--- src/design/efb_pkg.sv ---
// Shared types, codes and frame layout tables for the exception frame builder.
`default_nettype none

package efb_pkg;

  // Request command codes
  localparam logic [2:0] CMD_SHORT_BUS = 3'd0;
  localparam logic [2:0] CMD_LONG_BUS  = 3'd1;
  localparam logic [2:0] CMD_FRAME0    = 3'd2;
  localparam logic [2:0] CMD_FRAME2    = 3'd3;
  localparam logic [2:0] CMD_ILLEGAL   = 3'd4;
  localparam logic [2:0] CMD_PRIV      = 3'd5;

  // Result kind codes
  localparam logic [1:0] KIND_VECTOR = 2'd0;
  localparam logic [1:0] KIND_WRITE  = 2'd1;
  localparam logic [1:0] KIND_ABORT  = 2'd2;

  // Status word handling
  localparam logic [15:0] SR_SUPER = 16'h2000;
  localparam logic [15:0] SR_KEEP  = 16'h3FFF;

  // Special status word bits
  localparam logic [15:0] SSW_RERUN = 16'h0100;
  localparam logic [15:0] SSW_READ  = 16'h0040;

  // Frame format nibbles
  localparam logic [3:0] FMT_0 = 4'h0;
  localparam logic [3:0] FMT_2 = 4'h2;
  localparam logic [3:0] FMT_A = 4'hA;
  localparam logic [3:0] FMT_B = 4'hB;

  // Fixed vectors
  localparam logic [7:0] VEC_BUS_ERR = 8'd2;
  localparam logic [7:0] VEC_ILL     = 8'd4;
  localparam logic [7:0] VEC_PRIV    = 8'd8;
  localparam logic [7:0] VEC_LINE_A  = 8'd10;
  localparam logic [7:0] VEC_LINE_F  = 8'd11;
  localparam logic [3:0] OP_LINE_A   = 4'hA;
  localparam logic [3:0] OP_LINE_F   = 4'hF;

  // Push sizes in bytes
  localparam logic [2:0] SIZE_WORD = 3'd2;
  localparam logic [2:0] SIZE_LONG = 3'd4;

  localparam int unsigned IDX_W = 5;

  typedef enum logic [1:0] {
    FRM_0,
    FRM_2,
    FRM_A,
    FRM_B
  } frame_e;

  typedef enum logic [2:0] {
    SRC_ZERO,
    SRC_FADDR,
    SRC_SSW,
    SRC_FMT,
    SRC_PC,
    SRC_NPC,
    SRC_SSR
  } push_src_e;

  typedef enum logic [1:0] {
    ST_IDLE,
    ST_HEAD,
    ST_PUSH
  } efb_state_e;

  typedef struct packed {
    push_src_e src;
    logic      long_sz;
    logic      last;
  } push_t;

  // Controller to datapath
  typedef struct packed {
    logic capture;
    logic load_head;
    logic load_push;
  } efb_cmd_t;

  // Datapath to controller
  typedef struct packed {
    logic cmd_ok;
    logic abort;
    logic push_last;
    logic out_free;
  } efb_sts_t;

  function automatic push_t mk_push(push_src_e src, logic long_sz, logic last);
    push_t p;
    p.src     = src;
    p.long_sz = long_sz;
    p.last    = last;
    return p;
  endfunction

  // Frame layout: source and size of each push, in push order
  function automatic push_t frame_push(frame_e frm, logic [IDX_W-1:0] idx);
    push_t p;
    p = mk_push(SRC_ZERO, 1'b1, 1'b0);
    case (frm)
      FRM_0: begin
        case (idx)
          5'd0:    p = mk_push(SRC_FMT, 1'b0, 1'b0);
          5'd1:    p = mk_push(SRC_PC,  1'b1, 1'b0);
          5'd2:    p = mk_push(SRC_SSR, 1'b0, 1'b1);
          default: p = mk_push(SRC_ZERO, 1'b1, 1'b0);
        endcase
      end
      FRM_2: begin
        case (idx)
          5'd0:    p = mk_push(SRC_PC,  1'b1, 1'b0);
          5'd1:    p = mk_push(SRC_FMT, 1'b0, 1'b0);
          5'd2:    p = mk_push(SRC_NPC, 1'b1, 1'b0);
          5'd3:    p = mk_push(SRC_SSR, 1'b0, 1'b1);
          default: p = mk_push(SRC_ZERO, 1'b1, 1'b0);
        endcase
      end
      FRM_A: begin
        case (idx)
          5'd3:    p = mk_push(SRC_FADDR, 1'b1, 1'b0);
          5'd5:    p = mk_push(SRC_SSW,   1'b0, 1'b0);
          5'd6:    p = mk_push(SRC_ZERO,  1'b0, 1'b0);
          5'd7:    p = mk_push(SRC_FMT,   1'b0, 1'b0);
          5'd8:    p = mk_push(SRC_PC,    1'b1, 1'b0);
          5'd9:    p = mk_push(SRC_SSR,   1'b0, 1'b1);
          default: p = mk_push(SRC_ZERO,  1'b1, 1'b0);
        endcase
      end
      FRM_B: begin
        case (idx)
          5'd9, 5'd10: p = mk_push(SRC_ZERO, 1'b0, 1'b0);
          5'd19:   p = mk_push(SRC_FADDR, 1'b1, 1'b0);
          5'd21:   p = mk_push(SRC_SSW,   1'b0, 1'b0);
          5'd22:   p = mk_push(SRC_ZERO,  1'b0, 1'b0);
          5'd23:   p = mk_push(SRC_FMT,   1'b0, 1'b0);
          5'd24:   p = mk_push(SRC_PC,    1'b1, 1'b0);
          5'd25:   p = mk_push(SRC_SSR,   1'b0, 1'b1);
          default: p = mk_push(SRC_ZERO,  1'b1, 1'b0);
        endcase
      end
      default: p = mk_push(SRC_ZERO, 1'b1, 1'b0);
    endcase
    return p;
  endfunction

endpackage

`default_nettype wire

--- src/design/exception_frame_builder.sv ---
// Top level of the exception frame builder: controller plus datapath.
//
// One input request describes an exception. The block answers with a run of
// results on the output channel: first the vector fetch address
// (vector base plus four times the vector), then one stack write per push,
// each lowering the stack pointer by 2 or 4 bytes. last marks the end of the
// run. A bus error with suppress set gives a single abort-only result.
// Command codes 6 and 7 are taken and produce nothing.
// Both channels use valid/stall; a request moves when valid is high and
// stall low. The vector base register is written with cfg_we_i/cfg_wdata_i.
// The request is captured, then the vector result is loaded into the output
// register once that register is free. Results then follow one per cycle while
// the receiver does not stall. A new request is taken only after the last
// result of the run has been loaded.
// A stalled result holds in the output register and the run pauses.
// Reset clears the vector base to zero and empties the output register.
`default_nettype none

module exception_frame_builder (
  input  wire logic        clk_i,
  input  wire logic        rst_ni,
  input  wire logic        cfg_we_i,
  input  wire logic [31:0] cfg_wdata_i,
  input  wire logic        in_valid_i,
  output logic             in_stall_o,
  input  wire logic [2:0]  command_i,
  input  wire logic [31:0] fault_address_i,
  input  wire logic        fault_write_i,
  input  wire logic [2:0]  function_code_i,
  input  wire logic [15:0] saved_status_i,
  input  wire logic [15:0] current_status_i,
  input  wire logic [31:0] fault_pc_i,
  input  wire logic [31:0] next_pc_i,
  input  wire logic [7:0]  vector_number_i,
  input  wire logic [15:0] opcode_i,
  input  wire logic [31:0] stack_pointer_i,
  input  wire logic        suppress_i,
  output logic             out_valid_o,
  input  wire logic        out_stall_i,
  output logic [1:0]       kind_o,
  output logic [31:0]      address_o,
  output logic [31:0]      data_o,
  output logic [2:0]       size_bytes_o,
  output logic [15:0]      new_status_word_o,
  output logic [31:0]      new_stack_pointer_o,
  output logic             last_o
);
  import efb_pkg::*;

  efb_cmd_t cmd;
  efb_sts_t sts;

  // Sequence the run
  efb_ctrl u_ctrl (
    .clk_i      (clk_i),
    .rst_ni     (rst_ni),
    .in_valid_i (in_valid_i),
    .in_stall_o (in_stall_o),
    .sts_i      (sts),
    .cmd_o      (cmd)
  );

  // Build each result
  efb_datapath u_datapath (
    .clk_i               (clk_i),
    .rst_ni              (rst_ni),
    .cfg_we_i            (cfg_we_i),
    .cfg_wdata_i         (cfg_wdata_i),
    .command_i           (command_i),
    .fault_address_i     (fault_address_i),
    .fault_write_i       (fault_write_i),
    .function_code_i     (function_code_i),
    .saved_status_i      (saved_status_i),
    .current_status_i    (current_status_i),
    .fault_pc_i          (fault_pc_i),
    .next_pc_i           (next_pc_i),
    .vector_number_i     (vector_number_i),
    .opcode_i            (opcode_i),
    .stack_pointer_i     (stack_pointer_i),
    .suppress_i          (suppress_i),
    .cmd_i               (cmd),
    .sts_o               (sts),
    .out_valid_o         (out_valid_o),
    .out_stall_i         (out_stall_i),
    .kind_o              (kind_o),
    .address_o           (address_o),
    .data_o              (data_o),
    .size_bytes_o        (size_bytes_o),
    .new_status_word_o   (new_status_word_o),
    .new_stack_pointer_o (new_stack_pointer_o),
    .last_o              (last_o)
  );

endmodule

`default_nettype wire

--- src/design/efb_ctrl.sv ---
// Controller state machine that sequences the head result and the stack pushes.
`default_nettype none

module efb_ctrl (
  input  wire logic              clk_i,
  input  wire logic              rst_ni,
  input  wire logic              in_valid_i,
  output logic                   in_stall_o,
  input  wire efb_pkg::efb_sts_t sts_i,
  output efb_pkg::efb_cmd_t      cmd_o
);
  import efb_pkg::*;

  efb_state_e state_q, state_d;

  // Hold the state
  always_ff @(posedge clk_i or negedge rst_ni) begin
    if (!rst_ni) begin
      state_q <= ST_IDLE;
    end else begin
      state_q <= state_d;
    end
  end

  // Decide next state and issue datapath commands
  always_comb begin
    state_d    = state_q;
    cmd_o      = '0;
    in_stall_o = 1'b1;
    unique case (state_q)
      ST_IDLE: begin
        in_stall_o = 1'b0;
        if (in_valid_i && sts_i.cmd_ok) begin
          cmd_o.capture = 1'b1;
          state_d       = ST_HEAD;
        end
      end
      ST_HEAD: begin
        if (sts_i.out_free) begin
          cmd_o.load_head = 1'b1;
          state_d         = sts_i.abort ? ST_IDLE : ST_PUSH;
        end
      end
      ST_PUSH: begin
        if (sts_i.out_free) begin
          cmd_o.load_push = 1'b1;
          if (sts_i.push_last) begin
            state_d = ST_IDLE;
          end
        end
      end
      default: state_d = ST_IDLE;
    endcase
  end

endmodule

`default_nettype wire

--- src/design/efb_datapath.sv ---
// Datapath: request capture, vector base register, stack pointer and output register.
`default_nettype none

module efb_datapath (
  input  wire logic              clk_i,
  input  wire logic              rst_ni,
  input  wire logic              cfg_we_i,
  input  wire logic [31:0]       cfg_wdata_i,
  input  wire logic [2:0]        command_i,
  input  wire logic [31:0]       fault_address_i,
  input  wire logic              fault_write_i,
  input  wire logic [2:0]        function_code_i,
  input  wire logic [15:0]       saved_status_i,
  input  wire logic [15:0]       current_status_i,
  input  wire logic [31:0]       fault_pc_i,
  input  wire logic [31:0]       next_pc_i,
  input  wire logic [7:0]        vector_number_i,
  input  wire logic [15:0]       opcode_i,
  input  wire logic [31:0]       stack_pointer_i,
  input  wire logic              suppress_i,
  input  wire efb_pkg::efb_cmd_t cmd_i,
  output efb_pkg::efb_sts_t      sts_o,
  output logic                   out_valid_o,
  input  wire logic              out_stall_i,
  output logic [1:0]             kind_o,
  output logic [31:0]            address_o,
  output logic [31:0]            data_o,
  output logic [2:0]             size_bytes_o,
  output logic [15:0]            new_status_word_o,
  output logic [31:0]            new_stack_pointer_o,
  output logic                   last_o
);
  import efb_pkg::*;

  logic [31:0]      vbr_q;
  logic             out_valid_q;

  // Captured request
  frame_e           frame_q, frame_d;
  logic [7:0]       vec_q, vec_d;
  logic             abort_q, abort_d;
  logic             cmd_ok;
  logic [31:0]      faddr_q, pc_q, npc_q, sp_q, sp_d;
  logic [15:0]      ssw_q, ssr_q, csr_q;
  logic [IDX_W-1:0] idx_q, idx_d;

  // Output register
  logic [1:0]       kind_q, kind_d;
  logic [31:0]      addr_q, addr_d, data_q, data_d, nsp_q, nsp_d;
  logic [2:0]       size_q, size_d;
  logic [15:0]      nsw_q, nsw_d;
  logic             last_q, last_d;

  push_t            push;
  logic [31:0]      push_val;
  logic [15:0]      fmt_word;
  logic [15:0]      status_sv;
  logic [2:0]       push_size;
  logic [31:0]      sp_push;

  // Decode the incoming command into frame layout and vector
  always_comb begin
    frame_d = FRM_0;
    vec_d   = vector_number_i;
    abort_d = 1'b0;
    cmd_ok  = 1'b1;
    unique case (command_i)
      CMD_SHORT_BUS: begin
        frame_d = FRM_A;
        vec_d   = VEC_BUS_ERR;
        abort_d = suppress_i;
      end
      CMD_LONG_BUS: begin
        frame_d = FRM_B;
        vec_d   = VEC_BUS_ERR;
        abort_d = suppress_i;
      end
      CMD_FRAME0: frame_d = FRM_0;
      CMD_FRAME2: frame_d = FRM_2;
      CMD_ILLEGAL: begin
        if (opcode_i[15:12] == OP_LINE_A) begin
          vec_d = VEC_LINE_A;
        end else if (opcode_i[15:12] == OP_LINE_F) begin
          vec_d = VEC_LINE_F;
        end else begin
          vec_d = VEC_ILL;
        end
      end
      CMD_PRIV: vec_d = VEC_PRIV;
      default: cmd_ok = 1'b0;
    endcase
  end

  // Write the vector base register
  always_ff @(posedge clk_i or negedge rst_ni) begin
    if (!rst_ni) begin
      vbr_q <= '0;
    end else if (cfg_we_i) begin
      vbr_q <= cfg_wdata_i;
    end
  end

  // Capture the request fields
  always_ff @(posedge clk_i) begin
    if (cmd_i.capture) begin
      frame_q <= frame_d;
      vec_q   <= vec_d;
      abort_q <= abort_d;
      faddr_q <= fault_address_i;
      pc_q    <= fault_pc_i;
      npc_q   <= next_pc_i;
      ssr_q   <= saved_status_i;
      csr_q   <= current_status_i;
      ssw_q   <= SSW_RERUN | (fault_write_i ? 16'h0000 : SSW_READ) | {13'b0, function_code_i};
    end
  end

  // Look up the current push and select its value
  assign push      = frame_push(frame_q, idx_q);
  assign status_sv = (csr_q | SR_SUPER) & SR_KEEP;
  assign push_size = push.long_sz ? SIZE_LONG : SIZE_WORD;
  assign sp_push   = sp_q - {29'b0, push_size};

  always_comb begin
    unique case (frame_q)
      FRM_0:   fmt_word = {FMT_0, 2'b00, vec_q, 2'b00};
      FRM_2:   fmt_word = {FMT_2, 2'b00, vec_q, 2'b00};
      FRM_A:   fmt_word = {FMT_A, 2'b00, vec_q, 2'b00};
      FRM_B:   fmt_word = {FMT_B, 2'b00, vec_q, 2'b00};
      default: fmt_word = '0;
    endcase
  end

  always_comb begin
    case (push.src)
      SRC_FADDR: push_val = faddr_q;
      SRC_SSW:   push_val = {16'b0, ssw_q};
      SRC_FMT:   push_val = {16'b0, fmt_word};
      SRC_PC:    push_val = pc_q;
      SRC_NPC:   push_val = npc_q;
      SRC_SSR:   push_val = {16'b0, ssr_q};
      default:   push_val = '0;
    endcase
  end

  // Advance the stack pointer and push index
  always_comb begin
    sp_d  = sp_q;
    idx_d = idx_q;
    if (cmd_i.capture) begin
      sp_d  = stack_pointer_i;
      idx_d = '0;
    end else if (cmd_i.load_push) begin
      sp_d  = sp_push;
      idx_d = idx_q + 1'b1;
    end
  end

  always_ff @(posedge clk_i) begin
    sp_q  <= sp_d;
    idx_q <= idx_d;
  end

  // Form the next result
  always_comb begin
    kind_d = kind_q;
    addr_d = addr_q;
    data_d = data_q;
    size_d = size_q;
    nsw_d  = nsw_q;
    nsp_d  = nsp_q;
    last_d = last_q;
    if (cmd_i.load_head) begin
      data_d = '0;
      size_d = '0;
      nsp_d  = sp_q;
      if (abort_q) begin
        kind_d = KIND_ABORT;
        addr_d = '0;
        nsw_d  = csr_q;
        last_d = 1'b1;
      end else begin
        kind_d = KIND_VECTOR;
        addr_d = vbr_q + {22'b0, vec_q, 2'b00};
        nsw_d  = status_sv;
        last_d = 1'b0;
      end
    end else if (cmd_i.load_push) begin
      kind_d = KIND_WRITE;
      addr_d = sp_push;
      data_d = push.long_sz ? push_val : {16'b0, push_val[15:0]};
      size_d = push_size;
      nsw_d  = status_sv;
      nsp_d  = sp_push;
      last_d = push.last;
    end
  end

  always_ff @(posedge clk_i) begin
    kind_q <= kind_d;
    addr_q <= addr_d;
    data_q <= data_d;
    size_q <= size_d;
    nsw_q  <= nsw_d;
    nsp_q  <= nsp_d;
    last_q <= last_d;
  end

  // Set valid on load, drop it once the result is taken
  always_ff @(posedge clk_i or negedge rst_ni) begin
    if (!rst_ni) begin
      out_valid_q <= 1'b0;
    end else if (cmd_i.load_head || cmd_i.load_push) begin
      out_valid_q <= 1'b1;
    end else if (!out_stall_i) begin
      out_valid_q <= 1'b0;
    end
  end

  assign sts_o.cmd_ok    = cmd_ok;
  assign sts_o.abort     = abort_q;
  assign sts_o.push_last = push.last;
  assign sts_o.out_free  = !out_valid_q || !out_stall_i;

  assign out_valid_o         = out_valid_q;
  assign kind_o              = kind_q;
  assign address_o           = addr_q;
  assign data_o              = data_q;
  assign size_bytes_o        = size_q;
  assign new_status_word_o   = nsw_q;
  assign new_stack_pointer_o = nsp_q;
  assign last_o              = last_q;

endmodule

`default_nettype wire

--- config.mk ---
export PLATFORM = sky130hd
export DESIGN_NAME = exception_frame_builder
export DESIGN_NICKNAME = d
export VERILOG_FILES = /design/src/design/efb_pkg.sv /design/src/design/exception_frame_builder.sv /design/src/design/efb_ctrl.sv /design/src/design/efb_datapath.sv
export SDC_FILE = /design/constraint.sdc
export NUM_CORES = 1
export LEC_CHECK = 0
export BUFFER_PORTS_ARGS = -buffer_cell sky130_fd_sc_hd__buf_2
export CAP_MARGIN = 20
export CORE_MARGIN = 8
export CORE_UTILIZATION = 53
export CTS_BUF_LIST = sky130_fd_sc_hd__clkbuf_4 sky130_fd_sc_hd__clkbuf_8
export DETAILED_ROUTE_END_ITERATION = 10
export MAX_ROUTING_LAYER = met4
export PLACE_DENSITY = 0.84
export SETUP_SLACK_MARGIN = 0.3
export SLEW_MARGIN = 25
export SYNTH_ARGS = -nofsm -noshare
export SYNTH_HDL_FRONTEND = slang
export SYNTH_SLANG_ARGS = --single-unit
--- constraint.sdc ---
create_clock -name clk_i -period 11.88 [get_ports clk_i]
set_input_delay 1.188 -clock clk_i [delete_from_list [all_inputs] [get_ports clk_i]]
set_output_delay 1.188 -clock clk_i [all_outputs]
set_load 0.005 [all_outputs]
Word-level counts from Yosys, hierarchy flattened
Memory sizes are Yosys's and may differ from the RTL's. A register that Yosys moved wholly into a read port is not among the register bits.
Cells that the tools add are included.
- ROM bits: 160
- input bits: 229
- logic and storage cells: 115
- memories kept: 1
- register bits after elaboration: 345
- equal/unequal tests: 31
- reductions and logical operators: 14
- add/sub/neg operators: 3
- bitwise operators: 1
- mux-type cells: 44
- memory list (memory ; depth ; width ; rd ports ; clocked after memory_dff ; wr ports ; line ; RTL):
    (name not given) ; 32 ; 5 ; 1 ; 1 ; 0 ; efb_pkg.sv:134 ; case (idx)
- operators with widths (operator ; count):
    two-way mux 32 bit ; 6
    one-hot mux 32 bit (6 select lines) ; 1
    one-hot mux 16 bit (4 select lines) ; 1
    two-way mux 16 bit ; 3
    one-hot mux 5 bit (4 select lines) ; 2
    adder 32 x 10 -> 32 bit ; 1
    subtractor 32 x 3 -> 32 bit ; 1
    one-hot mux 5 bit (6 select lines) ; 1
    one-hot mux 8 bit (3 select lines) ; 1
    two-way mux 2 bit ; 8
    bitwise OR 16 x 3 -> 16 bit ; 1
    equality test 3 bit (second input constant) ; 5
    equality test 5 x 3 -> 1 bit (second input constant) ; 3
    one-hot mux 5 bit (3 select lines) ; 1
    equality test 3 x 2 -> 1 bit (second input constant) ; 4
    two-way mux 1 bit ; 12
    one-hot mux 2 bit (3 select lines) ; 2
    equality test 5 x 2 -> 1 bit (second input constant) ; 2
    equality test 5 x 4 -> 1 bit (second input constant) ; 2
    two-way mux 5 bit ; 2
    equality test 4 bit (second input constant) ; 2
    two-way mux 8 bit ; 1
    two-way mux 7 bit ; 1
    equality test 2 bit (second input constant) ; 3
    other kinds (18) ; 27

Depth between registers and ports, before layout
Gate-level depths: netlist of run 1.
- depth in word-level cells: 7
- depth in mapped cells: 18
- mapped depth without buffers: 16

Modules after synthesis
Synthesis of run 1 repeated with hierarchy kept, for this count alone.
- cell total of the unflattened synthesis: 1098
- area, all modules: 14655.3 sq um
- by module, submodules not included (module ; sequential area each (sq um) ; cells each ; times used ; area an instance (sq um)):
    efb_datapath ; 9454.1 ; 1085 ; 1 ; 14518.9
    efb_ctrl ; 50.0 ; 13 ; 1 ; 136.4

Least setup slack after synthesis of run 1
No wires, ideal clock.
- kind: input port to flip-flop
- start: input command_i[2]
- end: register with a tool-made name
- stages on the path: 8
- setup time: 0.151 ns
- slack: 5.857 ns
- buffers on the path: 0
- arrival time: 5.872 ns
- path through: nand2_1 -> nand3_1 -> clkinv_1 -> a21oi_1 -> inv_1 -> ha_1 -> nor4_1 -> o21ai_0
- RTL lines (element ; line ; RTL):
    from (decl) ; exception_frame_builder.sv:26 ; input wire logic [2:0] command_i,

Final worst setup path of run 1
- start: register u_datapath.idx_q[3]
- end: register u_datapath.addr_q[17] (netlist: u_datapath.address_o[17]) (data pin)
- word-level cells in the longest chain between the ends: 7
- ends and longest elaborated chain (element ; line ; RTL):
    from (decl) ; efb_datapath.sv:45 ; logic [IDX_W-1:0] idx_q, idx_d;
    from (signal assigned) ; efb_datapath.sv:161 ; idx_q <= idx_d;
    equality test 5 x 4 -> 1 bit (tied with other cells) ; efb_pkg.sv:123 ; case (idx)
    one-hot mux 5 bit (6 select lines) (tied with other cells) ; efb_pkg.sv:123 ;
    one-hot mux 5 bit (4 select lines) (*) ; efb_pkg.sv:104 ; case (frm)
    two-way mux 3 bit (*) ; efb_datapath.sv:121 ; assign push_size = push.long_sz ? SIZE_LONG : SIZE_WORD;
    named net u_datapath.push_size[1] ; efb_datapath.sv:58 ; logic [2:0] push_size;
    subtractor 32 x 3 -> 32 bit (*) ; efb_datapath.sv:122 ; assign sp_push = sp_q - {29'b0, push_size};
    two-way mux 32 bit (*) ; efb_datapath.sv:188 ; end else if (cmd_i.load_push) begin
    two-way mux 32 bit (*) ; efb_datapath.sv:173 ; if (cmd_i.load_head) begin
    named net u_datapath.addr_d[17] ; efb_datapath.sv:49 ; logic [31:0] addr_q, addr_d, data_q, data_d, nsp_q, nsp_d;
    to (signal assigned) ; efb_datapath.sv:201 ; addr_q <= addr_d;
    to (decl) ; efb_datapath.sv:49 ;
Mark *: on every way through the listed nets, which the timed path passes. The rest lies on a longest branch. The select of a mux whose other input is x is not followed.
A chain may end at the register's enable or synchronous reset.

==> impl_metrics.tcl, run 1 <==
set metrics [dict create \
    status "completed" \
    post-cts-setup-buffer-count 0 \
    cts_hold_buf 0 \
    clock_tree.buffer_depth 3 \
    globalRouteOverflowTotal 0 \
    layout.cells.most_common_list "buf_2, edfxtp_1, nand2_1, nor2_1, a21oi_1" \
    insertion_delay_ns 0.58 \
    cp_data_arrival_time_ns 5.02 \
    synth_fp_nets 1360 \
    grt_max_degree 98 \
    routed_len_inst_um 21.0 \
    drv_slew 0 \
    cap_viol_max_count 0 \
    avgViaCountPerCell 5.65 \
    post_syn_area_um2 14600 \
    clkSinkCount 337 \
    core.rowCount 60 \
    timing.fmax_mhz 211 \
    ant_nets 0 \
    grt_first_pass_wirelength_um 58100 \
    critPathMaxFanout 12 \
    track_usage 0.229 \
    synthesis.yosys.warnings 0 \
    synth.yosys.seq_area_share 0.650 \
    numCtsBuffers 51 \
    clock_tree.htree_level_count 2 \
    drc 0 \
    antenna_found_initial 5 \
    synth_enable_flop_cells 258 \
    min_period_ns 4.75 \
    min_delay_path_class "flop to flop" \
    actual_slew_at_the_worst_max_slew_pin_ns 1.05 \
    fp.coreArea_um2 27000 \
    initial_core_util 0.541 \
    portBuffers 335 \
    final_common_cell "buf_2" \
    ctsRootBufferMaster "clkbuf_8" \
    worstSetupPathType "flop to flop" \
    chipWidth_um 182 \
    design.portCount 349 \
    worst_slew_margin_rel 0.296 \
    fp.dieH_um 182 \
    total_leakage_power_uw 0.00702 \
    cts-resized-gates 0 \
    critical_path_required_ns 12.15 \
    layout-drive-gt1-share 0.337 \
    finalHoldViolations 0 \
    synth_flop_cell "edfxtp_1" \
    synth.avg_cell_area_um2 13.1 \
    rsz0062_at_grt "false" \
    end_kind "flop" \
    ir_worst_vdd_mv 0.167 \
    finalSetupViolations 0 \
    fin_setup_tns_ns 0 \
    totalWireLength_um 38500 \
    synthDominantAreaCellType "edfxtp_1" \
    area.growth.synth_to_final_pct 20.6 \
    synth.lib_cells_used.distinct 82 \
    power.density_nw_per_um2 226 \
    clk_pin_slew_ns 0.07 \
    cts_tree "built" \
    first_pass_detailed_route_iteration_total 5 \
    synth.top_cell.area_share 0.530 \
    fill_count 1952 \
    vias 10380 \
    die_area_um2 33100 \
    postSynthRegisterBits 337 \
    gpl.final_weighted_congestion 0.870 \
    drt_first_iter_violations 973 \
    finalClockSkew_ns 0.0225 \
    period_share 0.399 \
    first_global_vias 10699 \
    depth_of_the_worst_hold_timing_path 0 \
    worst_r2r_path_depth 13 \
    yosys-top-cells-area "edfxtp_1, dfxtp_1, dfrtp_1" \
    startpoint_class_of_the_critical_path "flop" \
    post-dp-hpwl_um 27100 \
    finish.net_count 1697 \
    async_s_r_ff_share_synth 0.104 \
    synthesis.instances 1112 \
    final_core_util 0.652 \
]
worst paths after layout:
kind / start / end / slack (ns)
min: u_datapath.csr_q[1]$_DFFE_PP_ / u_datapath.new_status_word_o[1]$_DFFE_PP_ / 0.42
max reg2reg: u_datapath.idx_q[3]$_SDFFE_PP0P_ / u_datapath.address_o[17]$_DFFE_PP_ / 7.13
max in group asynchronous: rst_ni / u_datapath.vbr_q[0]$_DFFE_PN0P_ / 10.60
min reg2reg: u_datapath.csr_q[1]$_DFFE_PP_ / u_datapath.new_status_word_o[1]$_DFFE_PP_ / 0.42
min in group asynchronous: rst_ni / u_datapath.vbr_q[17]$_DFFE_PN0P_ / 0.72
max: u_datapath.idx_q[3]$_SDFFE_PP0P_ / u_datapath.address_o[17]$_DFFE_PP_ / 7.13
power breakdown:
group | switching [µW] | internal (µW)
logic | 698 | 444
registers | 180 | 1700
clock network | 453 | 510
synthesized netlist by cell type, types with 3 or more instances:
cell type	instances
edfxtp_1	258
a31oi_1	3
nor4_1	7
clkbuf_1	33
or2_2	3
a32o_1	9
o21ai_1	21
and2_1	14
o2bb2ai_1	3
nor4_2	3
nand3_1	28
ha_1	17
a22o_1	22
inv_1	18
nor3_1	14
dfrtp_1	35
nor2b_1	11
dfxtp_1	44
o21ai_0	22
buf_2	13
and3_1	12
o31ai_1	5
a221o_1	8
xnor2_1	33
nand2b_1	6
nor2_1	74
o22ai_1	28
mux2i_1	27
xor2_1	56
a21oi_1	58
nand2_1	98
nand4_1	7
nor2_2	3
buf_1	6
nand3b_1	7
o21a_1	6
buf_4	6
mux2_2	35
layout make-up:
type / instances / area, µm² / share of cell area
Multi-Input combinational cell: 695 / 4800 / 0.272
Tap cell: 341 / 427 / 0.0242
Clock inverter: 23 / 148 / 0.00837
Clock buffer: 72 / 891 / 0.0505
Timing Repair Buffer: 345 / 1780 / 0.101
Inverter: 19 / 77.6 / 0.00440
Antenna cell: 5 / 12.5 / 0.000710
Sequential cell: 337 / 9500 / 0.539
registers in the layout, indices dropped and copies added (netlist names), 5 cells and up, named ones only:
| name | flops |
|---|---|
| u_datapath.address_o | 32 |
| u_datapath.data_o | 32 |
| u_datapath.faddr_q | 32 |
| u_datapath.new_stack_pointer_o | 32 |
| u_datapath.npc_q | 32 |
| u_datapath.pc_q | 32 |
| u_datapath.sp_q | 32 |
| u_datapath.vbr_q | 32 |
| u_datapath.csr_q | 16 |
| u_datapath.new_status_word_o | 16 |
| u_datapath.ssr_q | 16 |
| u_datapath.vec_q | 8 |
| u_datapath.idx_q | 5 |
metrics by stage:
stage / hold slack (ns) / setup slack [ns] / total power (µW) / instance area, µm² / std cells
3_5_place_dp: 0.405 / 7.25 / 3020 / 16500 / 1736
6_report: 0.416 / 7.13 / 3980 / 17600 / 1837
4_1_cts: 0.419 / 7.19 / 3990 / 17600 / 1831
3_3_place_gp: 0.400 / 7.33 / 2960 / 16500 / 1736
2_1_floorplan: 0.400 / 5.86 / 2570 / 14600 / 1112
5_1_grt: 0.424 / 6.77 / 4180 / 17600 / 1837
layer usage:
metal	vias up	part of all wire	wire length [µm]	track usage
met5	-	0	0	-
met4	0	0.028	1070	0.0813
met3	74	0.091	3490	0.0622
met2	545	0.49	18900	0.376
met1	4955	0.39	15100	0.271
li1	4806	-	-	-
critical path, stage by stage (launching register included):
cell	delay, ns
dfxtp_1	0.44
nor3_1	0.64
nand2_1	0.10
nor4_1	0.25
o22ai_1	0.11
nand2_1	0.35
ha_1	0.31
fa_1	0.25
or3b_1	0.46
nor4b_2	0.58
and2_0	0.42
nor2b_1	0.21
xnor2_1	0.19
o22ai_1	0.13
cell families after synthesis:
| logic type | share of synthesized area |
|---|---|
| AOI/OAI and AO/OA | 0.0977 |
| adders and majority gates | 0.0173 |
| muxes | 0.0490 |
| xor gates and xnor gates | 0.0533 |
| DFF | 0.650 |
| other | 0.000257 |
| and+or+nand+nor | 0.108 |
| buffers and inverters | 0.0243 |
Power figures use the tool's default switching activity.
==> run 2: changes to the inputs <==
--- a/config.mk
+++ b/config.mk
@@ -8,11 +8,11 @@
 export BUFFER_PORTS_ARGS = -buffer_cell sky130_fd_sc_hd__buf_2
 export CAP_MARGIN = 20
 export CORE_MARGIN = 8
-export CORE_UTILIZATION = 53
+export CORE_UTILIZATION = 50
 export CTS_BUF_LIST = sky130_fd_sc_hd__clkbuf_4 sky130_fd_sc_hd__clkbuf_8
 export DETAILED_ROUTE_END_ITERATION = 10
 export MAX_ROUTING_LAYER = met4
-export PLACE_DENSITY = 0.84
+export PLACE_DENSITY = 0.83
 export SETUP_SLACK_MARGIN = 0.3
 export SLEW_MARGIN = 25
 export SYNTH_ARGS = -nofsm -noshare
==> constraint.sdc (replaced) <==
create_clock -name clk_i -period 3.8 [get_ports clk_i]
set_input_delay 0.38 -clock clk_i [delete_from_list [all_inputs] [get_ports clk_i]]
set_output_delay 0.38 -clock clk_i [all_outputs]
set_load 0.005 [all_outputs]
==> run 2 against run 1 <==
Flip-flop and latch count did not move. First-iteration DRC count grew 16%. Clock power grew to 3.2 times the previous value. Sequential share of layout area shrank 4.8 points. Power increased to 3.2 times the previous value. Clock skew rose by 0.037 ns. Core utilization up 2.0 points. Routed wire length up 16%. Final area is 9.8% higher. Worst hold slack got worse by 0.40 ns. Critical path depth grew 2. Register-to-register slack got worse by 6.7 ns. Critical endpoint is now u_datapath.sp_q[31]$_DFFE_PN_. Highest routed layer unchanged.
==> impl_metrics.tcl, run 2 (synthesis gave the netlist of run 1 again) <==
set metrics [dict create \
    routed_len_inst_um 22.0 \
    grt_first_pass_wirelength_um 68500 \
    area.growth.synth_to_final_pct 32.4 \
    startpoint_class_of_the_critical_path "flop" \
    end_kind "flop" \
    layout-drive-gt1-share 0.339 \
    first_global_vias 12006 \
    ir_worst_vdd_mv 0.353 \
    status "completed" \
    period_share 0.891 \
    ant_nets 0 \
    numCtsBuffers 52 \
    track_usage 0.253 \
    fin_setup_tns_ns 0 \
    insertion_delay_ns 0.60 \
    totalWireLength_um 44800 \
    rsz0062_at_grt "false" \
    timing.fmax_mhz 295 \
    pre_cts_setup_slack_ns -0.0111 \
    finish.net_count 1854 \
    worst_r2r_path_depth 15 \
    final_common_cell "buf_2" \
    avgViaCountPerCell 5.66 \
    finalHoldViolations 0 \
    fp.dieH_um 187 \
    actual_slew_at_the_worst_max_slew_pin_ns 1.04 \
    gpl.final_weighted_congestion 0.898 \
    fp.coreArea_um2 28800 \
    min_delay_path_class "primary input to flop" \
    finalClockSkew_ns 0.0597 \
    antenna_found_initial 3 \
    critical_path_required_ns 4.15 \
    first_pass_detailed_route_iteration_total 5 \
    core.rowCount 62 \
    worst_slew_margin_rel 0.306 \
    initial_core_util 0.508 \
    cts_tree "built" \
    portBuffers 335 \
    post-dp-hpwl_um 28300 \
    drt_first_iter_violations 1131 \
    clock_tree.htree_level_count 2 \
    ctsRootBufferMaster "clkbuf_8" \
    drv_slew 0 \
    clk_pin_slew_ns 0.07 \
    min_period_ns 3.38 \
    finalSetupViolations 0 \
    timing.final.ws_setup_ns 0.415 \
    power.density_nw_per_um2 664 \
    critPathMaxFanout 7 \
    clkSinkCount 337 \
    chipWidth_um 187 \
    clock_tree.buffer_depth 3 \
    cp_data_arrival_time_ns 3.74 \
    globalRouteOverflowTotal 0 \
    layout.cells.most_common_list "buf_2, edfxtp_1, dlygate4sd3_1, nand2_1, nor2_1" \
    grt_max_degree 136 \
    vias 11532 \
    design.portCount 349 \
    fill_count 1930 \
    worstSetupPathType "flop to flop" \
    cap_viol_max_count 0 \
    total_leakage_power_uw 0.00771 \
    drc 0 \
    die_area_um2 35000 \
    depth_of_the_worst_hold_timing_path 2 \
]
-- run 2: cell count changes in the layout (fill, tap and decap cells not counted), sizes merged --
cell / before / now
clkinvlp: 2 / 3
clkbuf: 72 / 71
diode: 5 / 3
dlygate4sd3: 0 / 130
buf: 345 / 371
clkinv: 20 / 22
-- run 2: cell type report --
type	instances	area, µm²	area share
Clock buffer	71	877	0.0453
Sequential cell	337	9510	0.491
Clock inverter	26	151	0.00782
Tap cell	384	480	0.0248
Multi-Input combinational cell	695	4980	0.258
Timing Repair Buffer	501	3260	0.169
Antenna cell	3	7.51	0.000388
Inverter	19	77.6	0.00401
-- run 2: report_power, final --
part | internal, µW | switching [µW] | total (µW)
clock network | 1570 | 1470 | 3040
registers | 5310 | 616 | 5930
logic | 1560 | 2310 | 3870
-- run 2: critical path: stages (launching register included) --
cell and delay (ns):
dfxtp_2 0.35, inv_2 0.09, ha_4 0.16, inv_1 0.07, o41ai_4 0.24, a21o_1 0.16
nand2_2 0.08, nand2_4 0.11, ha_4 0.16, fa_2 0.20, or3b_4 0.40, nor4b_4 0.32
and3_4 0.28, nand3b_1 0.11, xnor2_1 0.15, mux2_2 0.27
-- run 2: timing repair --
| action | 4_1_cts | 5_1_grt |
|---|---|---|
| gates resized for setup | 19 | 20 |
| setup buffers | 8 | 4 |
| endpoints found under the setup margin | 35 | 51 |
| endpoints found under the hold margin | 163 | 1 |
| hold buffers | 129 | 1 |
| pin swaps | 5 | 6 |
-- run 2: through the flow --
stage	util	std cells	total power [µW]	hold WS (ns)	cell area, µm²
6_report	0.672	2036	12800	0.0205	19300
3_5_place_dp	0.583	1794	9490	0.407	16800
4_1_cts	0.668	2028	12600	0.0000477	19200
5_1_grt	0.672	2036	13400	0.00216	19300
2_1_floorplan	-	1112	8030	0.0844	14700
3_3_place_gp	0.583	1794	9350	0.400	16800
-- run 2: routing by layer --
| metal | vias up | global-route usage | share of wire |
|---|---|---|---|
| met5 | - | - | 0 |
| met3 | 124 | 0.0619 | 0.097 |
| met1 | 5508 | 0.293 | 0.37 |
| li1 | 5128 | - | - |
| met2 | 772 | 0.425 | 0.50 |
| met4 | 0 | 0.0870 | 0.031 |
-- run 2: path summary, 6_finish.rpt --
kind,to,from,slack [ns]
max in group asynchronous,u_datapath.out_valid_o$_DFFE_PN0P_,rst_ni,2.79
min in group asynchronous,u_datapath.vbr_q[18]$_DFFE_PN0P_,rst_ni,0.44
worst max-delay path,u_datapath.sp_q[31]$_DFFE_PN_,u_datapath.idx_q[1]$_SDFFE_PP0P_,0.42
worst min register to register,u_datapath.new_status_word_o[5]$_DFFE_PP_,u_datapath.csr_q[5]$_DFFE_PP_,0.40
worst min-delay path,u_datapath.vbr_q[17]$_DFFE_PN0P_,cfg_wdata_i[17],0.02
worst max register to register,u_datapath.sp_q[31]$_DFFE_PN_,u_datapath.idx_q[1]$_SDFFE_PP0P_,0.42
==> run 3: changes to the inputs <==
--- a/config.mk
+++ b/config.mk
@@ -5,6 +5,7 @@
 export SDC_FILE = /design/constraint.sdc
 export NUM_CORES = 1
 export LEC_CHECK = 0
+export ABC_AREA = 1
 export BUFFER_PORTS_ARGS = -buffer_cell sky130_fd_sc_hd__buf_2
 export CAP_MARGIN = 20
 export CORE_MARGIN = 8
==> run 3 against run 2 <==
Via count rose by 18%. Sequential power rose by 3%. Worst hold slack got worse by 0.0023 ns. Core utilization fell by 0.11 points. Clock power rose by 8.6%. Final area rose by 1.7%. Synthesized area rose by 0.87%. Non-clock buffer count rose by 10. Setup slack got worse by 0.014 ns.
==> impl_metrics.tcl, run 3 <==
set metrics [dict create \
    finalClockSkew_ns 0.0827 \
    layout.cells.most_common_list "nand2_1, buf_2, edfxtp_1, dlygate4sd3_1, inv_1" \
    actual_slew_at_the_worst_max_slew_pin_ns 0.899 \
    met3_global_route_usage 0.0745 \
    crit_chain "inv_2, ha_2, o211ai_1, nand4_1, nand3_1, nand2_1, o211ai_1, inv_1, ha_1, nand2_1, nand2_2, nor2_4, nand3_4, nor2_4, nand2_2, nor2_1, buf_4, nand2_1, nand2_1, nand2_1, nand2_1, o21ai_0" \
    design.portCount 349 \
    setup.worst_path.end "u_datapath.address_o[24]$_DFFE_PP_" \
    combinationalPowerShare 0.319 \
    synthesis.instances 1452 \
    netsw_uw 5130 \
    vias 13604 \
    critical_path_required_ns 4.16 \
    worst_r2r_path_depth 22 \
    avgViaCountPerCell 5.62 \
    synth_flop_cell "edfxtp_1" \
    end_kind "flop" \
    critical_path.max_stage_delay_ns 0.39 \
    numCtsBuffers 54 \
    postSynthRegisterBits 337 \
    cp_data_arrival_time_ns 3.76 \
    grt_first_pass_wirelength_um 77600 \
    most_instantiated_library_cell_after_synthesis "nand2_1" \
    insertion_delay_ns 0.65 \
    synth_fp_nets 1700 \
    critical_path.startpoint "u_datapath.idx_q[0]$_SDFFE_PP0P_" \
    totalWireLength_um 52100 \
    power.density_nw_per_um2 699 \
    regToRegEndpoint "u_datapath.address_o[24]$_DFFE_PP_" \
    first_global_vias 13715 \
    clk_pin_slew_ns 0.06 \
    r2r_start "u_datapath.idx_q[0]$_SDFFE_PP0P_" \
    synth.cells.most_frequent "nand2_1, edfxtp_1, inv_1" \
    clock_tree.buffer_depth 3 \
    min_period_ns 3.40 \
    timing.fmax_mhz 294 \
    clkSinkCount 337 \
    track_usage 0.290 \
    post-dp-hpwl_um 30800 \
    gpl.final_weighted_congestion 0.929 \
    ctsRootBufferMaster "clkbuf_8" \
    cap_viol_max_count 0 \
    cpMostUsedCell "nand2_1" \
    initial_core_util 0.503 \
    most_used_layer_global_route "met2" \
    layout-drive-gt1-share 0.262 \
    grt_max_degree 132 \
    rsz0062_at_grt "false" \
    share_seq_of_total_power 0.442 \
    timing.hold.ws_ns 0.0182 \
    internal_power_uw 8640 \
    synth.lib_cells_used.distinct 44 \
    worstSetupPathType "flop to flop" \
    clock_tree.htree_level_count 2 \
    synthDominantAreaCellType "edfxtp_1" \
    fin_setup_tns_ns 0 \
    async_s_r_ff_share_synth 0.104 \
    core.rowCount 63 \
    synth.avg_cell_area_um2 10.2 \
    r2r_slack_ns 0.40 \
    gr-usage-met2 0.468 \
    globalRouteOverflowTotal 0 \
    fp.dieH_um 188 \
    finish.net_count 2218 \
    synth.top_cell.area_share 0.525 \
    cts_tree "built" \
    synthesis.yosys.warnings 0 \
    chipWidth_um 188 \
    synth_enable_flop_cells 258 \
    finalHoldViolations 0 \
    antenna_found_initial 12 \
    synth.yosys.seq_area_share 0.645 \
    routed_len_inst_um 21.5 \
    grt_use_met1 0.325 \
    fp.coreArea_um2 29300 \
    total_leakage_power_uw 0.00866 \
    final_common_cell "nand2_1" \
    crit_path_top_delay_cell "dfxtp_4" \
    yosys-top-cells-area "edfxtp_1, nand2_1, dfxtp_1" \
    drt_first_iter_violations 1599 \
    startpoint_class_of_the_critical_path "flop" \
    ir_worst_vdd_mv 0.519 \
    min_delay_path_class "primary input to flop" \
    area.growth.synth_to_final_pct 33.5 \
    finalSetupViolations 0 \
    first_pass_detailed_route_iteration_total 7 \
    drc 0 \
    worst_slew_margin_rel 0.401 \
    die_area_um2 35200 \
    portBuffers 335 \
    p_sw_frac 0.372 \
    drv_slew 0 \
    clock_power_share 0.239 \
    period_share 0.894 \
    critPathMaxFanout 7 \
    post_syn_area_um2 14700 \
    status "completed" \
    ant_nets 0 \
]
run 3: cell types whose count changed in the layout (fill, tap and decap cells not counted), sizes merged, moves of 15 or more:
cell   before  now
and2       15    0
o21ai      45   95
nand3      28   99
mux2i      27    0
nand2     100  485
nand4       7   32
a21oi      58   20
xnor2      33    1
a22o       22    0
inv        19  117
mux2       39   11
xor2       56   26
o22ai      28    2
nor2       78  100
run 3: metrics by stage:
step                      instances  utilization  power, µW  area (µm²)  setup WS (ns)
after floorplan                1452            -       8260       14800          0.501
after global placement         2148        0.575       9850       16800          0.246
after detailed placement       2148        0.575      10000       16800          0.193
after CTS                      2395        0.662      13300       19400          0.323
after global routing           2418        0.671      14400       19700          0.233
final                          2419        0.671      13800       19700          0.401
run 3: worst min path at each step:
stage | from | end | slack [ns] | depth (start not counted)
3_5_place_dp | u_datapath.csr_q[12]$_DFFE_PP_ | u_datapath.new_status_word_o[12]$_DFFE_PP_ | 0.40 | 0
2_1_floorplan | rst_ni | u_ctrl.state_q[0]$_DFFE_PN0P_ | 0.08 | 0
5_1_grt | cfg_wdata_i[2] | u_datapath.vbr_q[2]$_DFFE_PN0P_ | 0.01 | 2
3_3_place_gp | u_datapath.csr_q[5]$_DFFE_PP_ | u_datapath.new_status_word_o[5]$_DFFE_PP_ | 0.40 | 0
4_1_cts | cfg_wdata_i[27] | u_datapath.vbr_q[27]$_DFFE_PN0P_ | 0.0003 | 3
6_report | cfg_wdata_i[2] | u_datapath.vbr_q[2]$_DFFE_PN0P_ | 0.02 | 2
run 3: area by class of cell:
| type | count | area [µm²] |
|---|---|---|
| Sequential cell | 337 | 9510 |
| Multi-Input combinational cell | 951 | 4720 |
| Tap cell | 390 | 488 |
| Clock buffer | 80 | 951 |
| Inverter | 115 | 434 |
| Fill cell | 2071 | 9640 |
| Timing Repair Buffer | 511 | 3380 |
| Antenna cell | 13 | 32.5 |
| Clock inverter | 22 | 161 |
run 3: cell families after synthesis:
group	after synthesis	synth area share
xor+xnor	27	0.0160
compound gates	138	0.0508
simple gates	755	0.216
mux	11	0.00840
buf+inv	164	0.0465
fa+ha+maj	19	0.0171
other cells	1	0.000254
flops	337	0.645
run 3: critical path, delay by kind of cell (launching register included):
kind / cells / cell delay [ns]
flip-flops: 1 / 0.39
adder cells (fa/ha/maj): 2 / 0.54
AO/OA/AOI/OAI: 3 / 0.48
AND/OR/NAND/NOR: 14 / 1.34
buffers and inverters: 3 / 0.40
run 3: repair_timing:
item | in CTS | in global routing
hold buffers | 143 | 0
endpoints found under the setup margin | 17 | 61
pin swaps | 1 | 17
resized for setup | 6 | 41
gates cloned | 0 | 0
buffers inserted | 2 | 11
endpoints found under the hold margin | 177 | 0
run 3: per-layer routing:
metal,vias up,share of wire
met5,-,0
met4,0,0.063
met3,250,0.11
met2,1130,0.48
met1,6249,0.35
li1,5975,-
run 3: power by group through the flow:
stage | Sequential, µW | Combinational [µW] | Clock, µW
floorplan | 5990 | 2270 | 0
global placement | 6030 | 3820 | 0
detailed placement | 6050 | 3940 | 0
CTS | 5990 | 4090 | 3220
global route | 6150 | 4790 | 3460
finish | 6080 | 4390 | 3300
